File: src/dhof_ram.sv
// Generic single-clock RAM with one write port and one registered read port.
`timescale 1ns / 1ps

module dhof_ram #(
    parameter int WIDTH = 8,
    parameter int DEPTH = 16
) (
    input  logic                     i_clk,
    input  logic                     i_we,
    input  logic [$clog2(DEPTH)-1:0] i_waddr,
    input  logic [WIDTH-1:0]         i_wdata,
    input  logic [$clog2(DEPTH)-1:0] i_raddr,
    output logic [WIDTH-1:0]         o_rdata
);

    logic [WIDTH-1:0] r_mem [DEPTH];
    logic [WIDTH-1:0] r_rdata;

    // Read data registered; a read of the entry written in the same cycle returns the old word.
    always_ff @(posedge i_clk) begin
        if (i_we) begin
            r_mem[i_waddr] <= i_wdata;
        end
        r_rdata <= r_mem[i_raddr];
    end

    assign o_rdata = r_rdata;

endmodule

File: config.mk
export PLATFORM = sky130hd
export DESIGN_NAME = dhof_ram
export DESIGN_NICKNAME = d
export VERILOG_FILES = /design/src/dhof_ram.sv
export SDC_FILE = /design/constraint.sdc
export NUM_CORES = 1
export LEC_CHECK = 0
export ABC_AREA = 1
export BUFFER_PORTS_ARGS = -buffer_cell sky130_fd_sc_hd__clkbuf_2
export CAP_MARGIN = 15
export CORE_MARGIN = 2
export CORE_UTILIZATION = 55
export CTS_CLUSTER_DIAMETER = 60
export DETAILED_ROUTE_END_ITERATION = 10
export GPL_ROUTABILITY_DRIVEN = 0
export HOLD_SLACK_MARGIN = 0.06
export PLACE_DENSITY = 0.71
export SETUP_SLACK_MARGIN = 0.3
export SLEW_MARGIN = 10
export SYNTH_ARGS = -nofsm -noshare
export SYNTH_HDL_FRONTEND = slang
export SYNTH_SLANG_ARGS = --single-unit
File: constraint.sdc
create_clock -name i_clk -period 2.16 [get_ports i_clk]
set_input_delay 0.216 -clock i_clk [delete_from_list [all_inputs] [get_ports i_clk]]
set_output_delay 0.216 -clock i_clk [all_outputs]
set_load 0.05 [all_outputs]
; Word level (Yosys, flattened, before mapping)
; Memories as Yosys holds them, arrays and structs flattened. A register that Yosys moved wholly into a read port is not among the register bits.
; Cells that the tools add are included.
[totals]
reg_bits = 0
ramBits = 128
in_bits = 18
output_inout_bits = 8
elab_cells = 3
mem_count = 1
[memory_table]
columns = name, words, word_bits, rd, rd_ports_with_merged_regs, wr, line
row1 = r_mem, 16, 8, 1, 1, 1, 16  ; logic [WIDTH-1:0] r_mem [DEPTH];
[op_classes]
mux = 2
[op_table]
columns = cell, n
row1 = 2-to-1 mux 1 bit, 2

; Longest topological paths before layout
; Gate-level depths: netlist (run 1).
[logic_depth]
depth_word = 2
mapped_depth = 8
mapped_depth_nobuf = 7

; Worst setup path after synthesis (run 1)
; OpenSTA, ideal clock, no wires.
[synth_path]
kind = input -> register
start = input port i_waddr[2]
end = memory r_mem[10][0], enable pin
arrival_ns = 0.797
required_ns = 1.790
slack_ns = 0.993
path_stages = 2
n_path_buf = 0
cell_sequence = nand3b_1 -> nor2_1
[synth_lines]
columns = element, line
row1 = from (decl), 10  ; input logic [$clog2(DEPTH)-1:0] i_waddr,
row2 = to (decl), 16
; Straight into the memory's write port.

; Worst setup path in the final report (run 1)
[layout_path]
start = register r_rdata[5] (netlist: o_rdata[5]) (read register of r_mem)
end = output port o_rdata[5]
[layout_lines]
columns = element, line
row1 = from (decl), 17  ; logic [WIDTH-1:0] r_rdata;
row2 = to (decl), 13  ; output logic [WIDTH-1:0] o_rdata
; No word-level cell between the ends.

==> run summary, run 1 <==
The cell sitting at the root of the clock tree is a sky130_fd_sc_hd__clkbuf_8. The number of buffers added on ports is 25. The floorplan step set the die height to 106 um. Kind of cell with the highest combined delay on the critical path: flip-flops.

The logs give 4660 uW for the internal power contribution and 7670 um for the final HPWL from detailed placement. The worst slack after detailed placement was 0.528 ns; the peak ir drop on the vdd network was 0.600 mV. The tools report the TritonCTS buffer count as 17. The completed layout was analyzed and its total power is 6000 uW. Top-area cell type share of the netlist area: 0.667.

The die is 106 um wide. The filler-free cell count of the finished design was 726; the part of the total power dissipated in sequential elements was 0.496. For this run, the top clock speed supported by timing is 0.703 GHz. A synthesized cell averages 10.5 sq um. After synthesis, the cell types taking the most area are sky130_fd_sc_hd__edfxtp_1 (67%), sky130_fd_sc_hd__nand2_1 (11%), sky130_fd_sc_hd__nand3_1 (8.4%). The vias per cell was 5.21; the maximum number of pins on one net before global-route repair was 65. The data arrival time of the critical path was 1.21 ns. The launching element type of the critical path was a flop.

The number of nets in the synthesized netlist is 569. The path class of the tightest hold or removal check is in -> reg. In the final routed layout, each cell accounts on average for 17.1 um. Across the routed clock network, the largest skew measured is 0.00980 ns. Gates resized during post-CTS repair numbered 0. After detailed placement, the design holds a cell count of 696. The clock passes through at most 2 buffers. The final core utilization is 0.635, and the instance count of the mapped netlist is 551. Detailed routing inserted a total of 3,785 vias.

Hold repair after CTS inserted 0 buffers. Buffering stage count on the worst path with inverters included: 1. Switching portion of total power: 0.222. The critical-path cell with the highest stage delay is sky130_fd_sc_hd__dfxtp_1. In this run the power density over the cells is 923 nW/um^2.

The combinational cell fraction of total power came out at 0.067. The logs give 0 for the number of slew-limit violations in the final report and 12 for the count of unique library cells instantiated by Yosys. The clock tree synthesis step divided the H-tree into 4 levels.

The largest incremental delay on the critical path came out at 0.38 ns. Clock latency on the worst-skew pair, taken at its later pin, is 0.52 ns. The global-route usage over all layers was 0.240. The clock-pin slew reported for the worst setup and hold paths after clock tree synthesis was 0.06 ns. Across all setup checks in the final design, the least slack found is 0.737 ns. The run gives 11,300 sq um as the die area. Setup violations remaining at the end of the flow were counted as 0.

Across the run, the number of max-cap violations was 0. For this run the aggregate overflow at the end of global routing stands at 0. The core region is 10,200 sq um. The detail route stage leaves a number of antenna-violating nets equal to 0. TritonCTS built the clock tree. Data on the critical path is required at its endpoint by 1.94 ns.

0 antenna diodes ended up in the layout. Setup repair after global routing left no endpoint under its margin. The number of synthesis warnings was 0; the signed area change from the synthesized netlist to the final layout was 12.7%. The detailed router finished its first iteration with 287 violations. For this design the total switching power over the nets is 1330 uW. The synthesized netlist occupies a cell area of 5770 sq um.

The first-pass GRT wire length was 19,600 um. STA classifies the critical path endpoint as an output port. The share of the clock period used by the worst path after layout was 0.659. The initial antenna violation count was 0. The setup path with the least slack is of type reg -> out.

The highest net fanout along the worst path works out to 1. The logs give 0.564 for the starting density of the core and 3,826 for the number of global-route vias before repair. The tools report the number of hold violations in the final report as 0. Summed over all instances, the cell type with the most area after synthesis is sky130_fd_sc_hd__edfxtp_1. The critical path goes through clkbuf_2. The first detailed-routing pass took 5 iterations. The logs give 26 for the number of I/O pins and 12,400 um for the final wirelength.

Number of clock sinks: 136. The accumulated negative setup slack is 0 ns, and the clock share of power is 0.437. At the pin with the least slew margin, the transition time is 0.848 ns. After floorplanning, the core was divided into 37 placement rows. The logs give 0.432 for the worst relative slew slack and 0.00282 uW for the leakage power summed over all cells.

The fraction of layout cells with a size suffix above 1 is 0.103. In the routed design, unresolved DRC markers number 0. Synthesis inferred 136 register bits. The run finished with clean final reports.

For the sequential element share of the synthesized area, the log shows 0.694. The smallest clock period supported by the final layout is computed as 1.42 ns. The logs give 0 for the buffer count from post-CTS setup fixing and 597 for the number of nets in the layout.
[per-layer routing]
| layer | vias to the layer above | GRT usage | routed length [um] |
|---|---|---|---|
| met4 | 0 | 0.127 | 436 |
| li1 | 1827 | - | - |
| met3 | 37 | 0.0613 | 792 |
| met2 | 148 | 0.389 | 6050 |
| met5 | - | 0 | 0 |
| met1 | 1773 | 0.296 | 5130 |
[Yosys cell counts]
cell type                  instances
sky130_fd_sc_hd__buf_2            13
sky130_fd_sc_hd__edfxtp_1        128
sky130_fd_sc_hd__nor2_1           17
sky130_fd_sc_hd__dfxtp_1           8
sky130_fd_sc_hd__buf_1             1
sky130_fd_sc_hd__nand3_1          97
sky130_fd_sc_hd__buf_4             4
sky130_fd_sc_hd__buf_6             6
sky130_fd_sc_hd__inv_2             2
sky130_fd_sc_hd__nand2_1         173
sky130_fd_sc_hd__nand3b_1          2
sky130_fd_sc_hd__inv_1           100
[registers in the layout, summed over array words and instances (netlist names)]
signal,cells
r_mem,128
o_rdata,8
[power groups by stage]
| stage | combinational, uW | clock, uW | sequential [uW] |
|---|---|---|---|
| 3_3_place_gp | 400 | 0 | 3020 |
| 6_report | 404 | 2620 | 2970 |
| 5_1_grt | 445 | 2760 | 2980 |
| 2_1_floorplan | 208 | 0 | 3080 |
| 4_1_cts | 406 | 2660 | 2970 |
| 3_5_place_dp | 401 | 0 | 3030 |
[area by class of cell]
cell class | instances | area (sq um)
clock buffer | 20 | 425
inverter | 102 | 383
tap | 136 | 170
clock inverter | 10 | 106
multi-input combinational | 289 | 1210
sequential | 136 | 4000
timing repair buffer | 33 | 198
fill | 809 | 3730
[path summary, 6_finish.rpt]
path,from,to,slack (ns),cells after the start
hold / removal,i_raddr[3],o_rdata[7]$_DFF_P_,0.09,3
setup reg to reg,r_mem[1][6]$_DFFE_PP_,o_rdata[6]$_DFF_P_,1.09,6
setup / recovery,o_rdata[5]$_DFF_P_,o_rdata[5],0.74,1
hold reg to reg,r_mem[14][4]$_DFFE_PP_,o_rdata[4]$_DFF_P_,0.66,6
[cells by family after synthesis]
kind of cell  Yosys count  share of synthesized area
flops                 136                      0.694
simple gates          289                      0.210
buf+inv               126                     0.0952
[through the flow]
| stage | hold WS [ns] | cell area [sq um] |
|---|---|---|
| 6_report | 0.0918 | 6500 |
| 5_1_grt | 0.0945 | 6500 |
| 2_1_floorplan | 0.315 | 5770 |
| 4_1_cts | 0.0630 | 6500 |
| 3_3_place_gp | 0.627 | 5970 |
| 3_5_place_dp | 0.609 | 5970 |
[cells in the final DEF, fill, tap and decap left out, drive strengths merged, types with 3 or more instances in the layout]
| cell | count |
|---|---|
| clkinvlp | 3 |
| dfxtp | 8 |
| nor2 | 17 |
| nand2 | 173 |
| nand3 | 97 |
| buf | 8 |
| clkinv | 5 |
| edfxtp | 128 |
| inv | 102 |
| clkbuf | 45 |
No activity file was read; power rests on OpenSTA's default activity.
==> inputs of run 2 (changes only) <==
==> constraint.sdc (replaced) <==
create_clock -name i_clk -period 1.5 [get_ports i_clk]
set_input_delay 0.15 -clock i_clk [delete_from_list [all_inputs] [get_ports i_clk]]
set_output_delay 0.15 -clock i_clk [all_outputs]
set_load 0.05 [all_outputs]
==> run 2 against run 1 <==
Combinational power is 63% higher. Final area is 4.8% higher. Power is 52% higher. Clock power is 60% higher. First-iteration DRC count is 21% higher. Final cell count is 2.5% higher. Core utilization is 3.1 points higher. Clock-buffer cell count is 2 lower. Sequential cell count stayed put. Non-clock buffer count is 16 higher. Register-to-register slack worse by 0.63 ns. Global-route usage is 0.71 points higher. Critical path type unchanged. Critical endpoint is now o_rdata[3]. Highest routed layer unchanged.
==> run summary, run 2 (same netlist as run 1, synthesis figures left out) <==
The run finished with clean final reports. For the number of global-route vias before repair, the log shows 3,793. Clock-pin slew was measured on the worst setup and hold paths at 0.06 ns. For the count of placed standard cells including taps, the log shows 711. The kind of cell with the highest combined delay on the critical path is flip-flops. The met1 track demand over resource is 0.327. Across the whole layout, storage elements account for 4020 sq um.

The path length in cells of the critical path was 1; the met2 track demand over resource in global routing was 0.394. The final wirelength is 12,800 um. The floorplan step defined a die boundary enclosing 11,300 sq um. The share of the clock period used by the worst path after layout came out at 0.797. Layer with the highest usage: met2.

The met3 layer usage reported by global route came out at 0.0540. Die height: 106 um. The critical path endpoint category is an output port. The number of flip-flops under the largest register name is 128, and the buffering stage count on the worst path with inverters included is 1. The first routing iteration left 348 violations.

The net count of the finished layout is 613. Summed over all layers, the global routing overflow is 0. In this run the count of I/O pins placed on the die edge is 26.

The first-pass GRT wire length was 20,100 um; the via count of the routed design was 3,936. The design draws 9140 uW. Setup repair after global routing could not meet its margin everywhere.

The most common library cell in the layout ignoring fill and taps was sky130_fd_sc_hd__nand2_1. The number of buffers added on ports was 25. The finished cells cover 6810 sq um.

Using the TritonRoute via totals, the vias-per-cell ratio works out to 5.29. Instance area after placement: 6120 sq um. At the later pin of the worst-skew pair, clock insertion delay measures 0.53 ns. The worst path required time was 1.35 ns; the number of core rows was 37.

Counting flops per register, the top entry is r_mem. The global-route usage over all layers is 0.247. The tools report the starting density of the core as 0.564. For the worst flop-to-flop path, the logic depth is 6. The tool flagged a number of max-cap violations equal to 0. From synthesis to final layout, the design area changed by 18.1%.

Static timing analysis puts the maximum clock frequency at 0.837 GHz. The area taken by multi-input logic gates was 1210 sq um; the TritonCTS buffer count was 17. Setup violations remaining at the end of the flow were counted as 0. No sink is reached through more buffers than the 2 on the longest clock path.

For this design the ratio of total power to cell area is 1340 nW/um^2. The first detailed-routing pass took 5 iterations. The count of cells along the worst hold path was 1. In this run the static leakage power is 0.00297 uW. For the data arrival time of the critical path, the log shows 1.05 ns. For the finished layout, the period the worst path requires is 1.20 ns. The path type of the worst min-delay path was in -> reg.

In this run the number of H-tree levels came out at 4. The maximum number of pins on one net before global-route repair came out at 65. The setup path with the least slack is of type reg -> out. Across the VDD grid, the largest voltage drop is 0.696 mV. The tools report the filler cell count as 752.

The fraction of layout cells with a size suffix above 1 came out at 0.137. The library cells used most frequently in the layout, excluding fill and tap cells, are sky130_fd_sc_hd__nand2_1 (173), sky130_fd_sc_hd__edfxtp_1 (128), sky130_fd_sc_hd__inv_1 (100). The critical path goes through buf_8. The worst setup path is launched from a flop.

The critical-path cell with the highest stage delay is sky130_fd_sc_hd__dfxtp_4. For this run, the slowest stage of the critical path takes 0.37 ns. The slew at the pin closest to its max-slew limit came out at 0.563 ns.

The initial antenna violation count is 0. Dividing the detail-routed wire length by the instance count gives 17.2 um. The number of design rule violations left after detail routing is 0, and the accumulated negative setup slack is 0 ns. The number of routed nets with antenna violations is 0. In this run the standard cell core region covers 10,200 sq um. The cell at the root of the clock tree is sky130_fd_sc_hd__clkbuf_8.

Detailed placement finished with a half-perimeter wire length of 7720 um. TritonCTS built the clock tree. The highest net fanout along the worst path is 1. The count of cells in the finished layout, fillers not included, comes to 744. The die is 106 um wide. In this run the post-CTS setup repair buffer count came out at 0.

The worst relative slew slack came out at 0.624. For this design, the sink count on the clock tree is 136. The number of hold violations in the final report was 0.

The worst clock skew on the final layout came out at 0.00484 ns. The number of slew-limit violations in the final report was 0; the number of antenna diodes was 0.
[run 2: layout make-up]
type	instances	area share
Sequential cell	136	0.589
Multi-Input combinational cell	289	0.178
Timing Repair Buffer	49	0.0637
Clock buffer	18	0.0613
Inverter	102	0.0562
Clock inverter	14	0.0263
Tap cell	136	0.0250
[run 2: worst paths after layout]
kind / from / to / slack, ns
hold reg to reg: r_mem[10][7]$_DFFE_PP_ / o_rdata[7]$_DFF_P_ / 0.67
setup / recovery: o_rdata[3]$_DFF_P_ / o_rdata[3] / 0.30
setup reg to reg: r_mem[1][5]$_DFFE_PP_ / o_rdata[5]$_DFF_P_ / 0.46
hold / removal: i_wdata[2] / r_mem[3][2]$_DFFE_PP_ / 0.09
[run 2: what timing repair did]
| action | in CTS | in global routing |
|---|---|---|
| hold buffers | 1 | 0 |
| endpoints found under the hold margin | 8 | 0 |
| endpoints found under the setup margin | 8 | 5 |
| pin swaps | 0 | 0 |
| gates resized for setup | 23 | 6 |
| cloned | 0 | 0 |
[run 2: metrics by stage]
stage,hold slack (ns),worst slack [ns],util
2_1_floorplan,0.249,0.399,-
3_3_place_gp,0.555,0.191,0.598
4_1_cts,0.0774,0.260,0.665
5_1_grt,0.104,0.291,0.666
3_5_place_dp,0.557,0.176,0.598
6_report,0.0865,0.305,0.666
[run 2: per-layer routing]
layer	vias up	share of wire
met4	0	0.025
li1	1860	-
met1	1870	0.41
met3	32	0.079
met2	174	0.49
met5	-	0
[run 2: power breakdown]
| part | leakage [uW] | internal [uW] | switching [uW] | total (uW) |
|---|---|---|---|---|
| combinational | 0.00146 | 211 | 447 | 657 |
| clock | 0.000279 | 2680 | 1520 | 4200 |
| sequential | 0.00122 | 4250 | 36.9 | 4290 |
==> inputs of run 3 (changes only) <==
--- a/config.mk
+++ b/config.mk
@@ -14,7 +14,7 @@
 export DETAILED_ROUTE_END_ITERATION = 10
 export GPL_ROUTABILITY_DRIVEN = 0
 export HOLD_SLACK_MARGIN = 0.06
-export PLACE_DENSITY = 0.71
+export PLACE_DENSITY = 0.74
 export SETUP_SLACK_MARGIN = 0.3
 export SLEW_MARGIN = 10
 export SYNTH_ARGS = -nofsm -noshare
==> constraint.sdc (replaced) <==
create_clock -name i_clk -period 1 [get_ports i_clk]
set_input_delay 0.1 -clock i_clk [delete_from_list [all_inputs] [get_ports i_clk]]
set_output_delay 0.1 -clock i_clk [all_outputs]
set_load 0.05 [all_outputs]
==> run 3 against run 2 <==
The run now ends with setup timing left. Power grew 54%. Clock power increased by 53%. Critical path depth did not move. Die area stayed put. Sequential share of layout area decreased by 4.4 points. Register-to-register slack got worse by 0.42 ns. Final area up 8.0%. Critical path type unchanged.
==> run summary, run 3 (same netlist as run 1, synthesis figures left out) <==
For the maximum clock frequency, the log shows 0.868 GHz. The global-route usage over all layers was 0.256; the fraction of layout cells with a size suffix above 1 was 0.318. The final setup slack of the worst path is -0.153 ns. The run gives 7830 um as the final HPWL from detailed placement.

The total overflow left after global routing is 0. The worst relative slew slack is 0.684. The share of the clock period used by the worst path after layout works out to 1.15. In this run the most critical hold path is launched from i_wdata[1]. The library cell used most frequently in the layout, excluding fill and tap cells, is sky130_fd_sc_hd__nand2_1. In this run, CTS created clock tree buffers numbering 17.

The tools report the via count of the routed design as 4,027. The number of hold violations in the final report came out at 0. The library cells used most frequently in the layout, excluding fill and tap cells, are sky130_fd_sc_hd__nand2_1 (156), sky130_fd_sc_hd__edfxtp_1 (128), sky130_fd_sc_hd__inv_1 (93). Clock-pin slew was measured on the worst setup and hold paths at 0.06 ns.

Worst flop-to-flop path endpoint: o_rdata[1]$_DFF_P_. The critical path goes through clkbuf_16. Port buffering added 25 buffers. For the number of I/O pins, the log shows 26. The most critical setup path has its endpoint at o_rdata[5]. At the later pin of the worst-skew pair, clock insertion delay measures 0.52 ns.

The startpoint of the worst setup timing path was o_rdata[5]$_DFF_P_. Using the TritonRoute via totals, the vias-per-cell ratio works out to 5.43. The critical-path cell with the highest stage delay was sky130_fd_sc_hd__dfxtp_2. Across the run, the number of max-cap violations was 0. The slew at the pin closest to its max-slew limit works out to 0.474 ns. The kind of cell with the highest combined delay on the critical path is flip-flops. In the routed design, unresolved DRC markers number 0. Entering global routing, the biggest net connects 63 pins.

Data on the critical path is required at its endpoint by 0.90 ns. More flip-flops sit in one register than any other, and that register is r_mem. The largest single stage delay on the critical path is 0.36 ns. The worst path needs 1.15 ns of the cycle, external delays included. For the maximum level of the CTS H-tree, the log shows 4.

The buffering stage count on the worst path with inverters included is 1. The tools report the initial antenna violation count as 0. Setup violations remaining at the end of the flow were counted as 8. STA classifies the critical path startpoint as a flop.

Initial detailed-routing violation count: 336. The floorplan step defined a die boundary enclosing 11,300 sq um. The die height was 106 um; the power per unit of standard cell area was 1920 nW/um^2. Setup repair after global routing could not meet its margin everywhere. In this run the remaining antenna-violating nets after routing total 0.

The number of detailed-routing iterations run before antenna repair is 4. Slack of the worst reg-to-reg path: 0.04 ns. TritonCTS built the clock tree. The path length in cells of the critical path was 1; the signed area change from the synthesized netlist to the final layout was 27.6%. Counting cells, the worst reg-to-reg path comes to 6. The highest net fanout along the worst path is 1.

The number of nets in the layout is 611, and the wire length per cell is 18.5 um. The register with the most flip-flops in the layout has 128 of them. The checks that failed: setup timing. In this run the static leakage power is 0.00313 uW. The first global-routing pass estimated 21,100 um of wire. The worst setup path is of the reg -> out kind. The run gives 10,200 sq um as the core area. The critical path endpoint category is an output port.

Data arrives at the worst endpoint at 1.05 ns. Starting density of the core: 0.564. Startpoint of the worst-slack reg-to-reg timing path: r_mem[7][1]$_DFFE_PP_.

The path type of the worst min-delay path is in -> reg. The die is 106 um wide. Clock tree synthesis found a total of 136 sinks. The worst-case IR drop observed on VDD is 1.36 mV.

The logs give 37 for the number of core rows and 2 for the maximum count of clock buffers along a single path. The flow ran to the end, but the final reports show violations. The buffer count from post-CTS setup fixing was 0; the final wirelength was 13,700 um. The clock arrives with 0.00769 ns of skew.

The run gives 0 as the number of slew-limit violations in the final report. For the final routed database, the setup TNS stands at -0.887 ns. Cell at the root of the clock tree: sky130_fd_sc_hd__clkbuf_8.

The logs give 0 for the number of antenna diodes and 3,940 for the number of global-route vias before repair. The finished cells cover 7360 sq um. After detailed placement, the total cell area comes to 6240 sq um.
==> run 3: final cells by class <==
cell class	instances	area [sq um]
clock buffer	20	435
clock inverter	12	176
fill	653	2870
inverter	102	388
multi-input combinational	289	1720
sequential	136	4010
tap	136	170
timing repair buffer	47	453
==> run 3: worst register-to-register path, cell delays in order (launching register included) <==
cell	delay (ns)
sky130_fd_sc_hd__edfxtp_1	0.37
sky130_fd_sc_hd__inv_1	0.07
sky130_fd_sc_hd__nand2_1	0.05
sky130_fd_sc_hd__nand3_1	0.08
sky130_fd_sc_hd__nand3_1	0.11
sky130_fd_sc_hd__nand3_2	0.11
sky130_fd_sc_hd__nand2_2	0.06
==> run 3: what timing repair did <==
item,in CTS,in global routing
endpoints found under the hold margin,11,0
cloned,0,0
pin swaps,29,26
hold buffers,1,0
setup endpoints to repair,16,16
gates resized for setup,73,43
==> run 3: per-stage QoR <==
| stage | hold slack (ns) | power [uW] | worst slack, ns | std cells | utilization |
|---|---|---|---|---|---|
| floorplan | 0.199 | 7150 | 0.0264 | 551 | - |
| global placement | 0.419 | 7490 | -0.165 | 709 | 0.610 |
| detailed placement | 0.433 | 7510 | -0.179 | 709 | 0.610 |
| CTS | 0.0580 | 14000 | -0.164 | 742 | 0.703 |
| global route | 0.0763 | 14500 | -0.170 | 742 | 0.719 |
| finish | 0.0722 | 14100 | -0.153 | 742 | 0.719 |
==> run 3: routing by layer <==
| layer | GRT usage | part of all wire | up-vias |
|---|---|---|---|
| li1 | - | - | 1855 |
| met1 | 0.334 | 0.40 | 1936 |
| met2 | 0.402 | 0.49 | 196 |
| met3 | 0.0595 | 0.074 | 40 |
| met4 | 0.132 | 0.037 | 0 |
| met5 | 0 | 0 | - |
==> run 3: worst min-delay path by stage <==
stage                                 end  slack, ns  cells past startpoint
finish              r_mem[3][1]$_DFFE_PP_       0.07                      1
global route        r_mem[5][1]$_DFFE_PP_       0.08                      1
CTS                 r_mem[5][1]$_DFFE_PP_       0.06                      1
detailed placement     o_rdata[4]$_DFF_P_       0.43                      3
global placement       o_rdata[4]$_DFF_P_       0.42                      3
floorplan           r_mem[0][0]$_DFFE_PP_       0.20                      0
==> run 3: report_power, final <==
group | internal (uW) | switching, uW
registers | 6380 | 58.8
logic | 413 | 812
clock network | 4110 | 2330
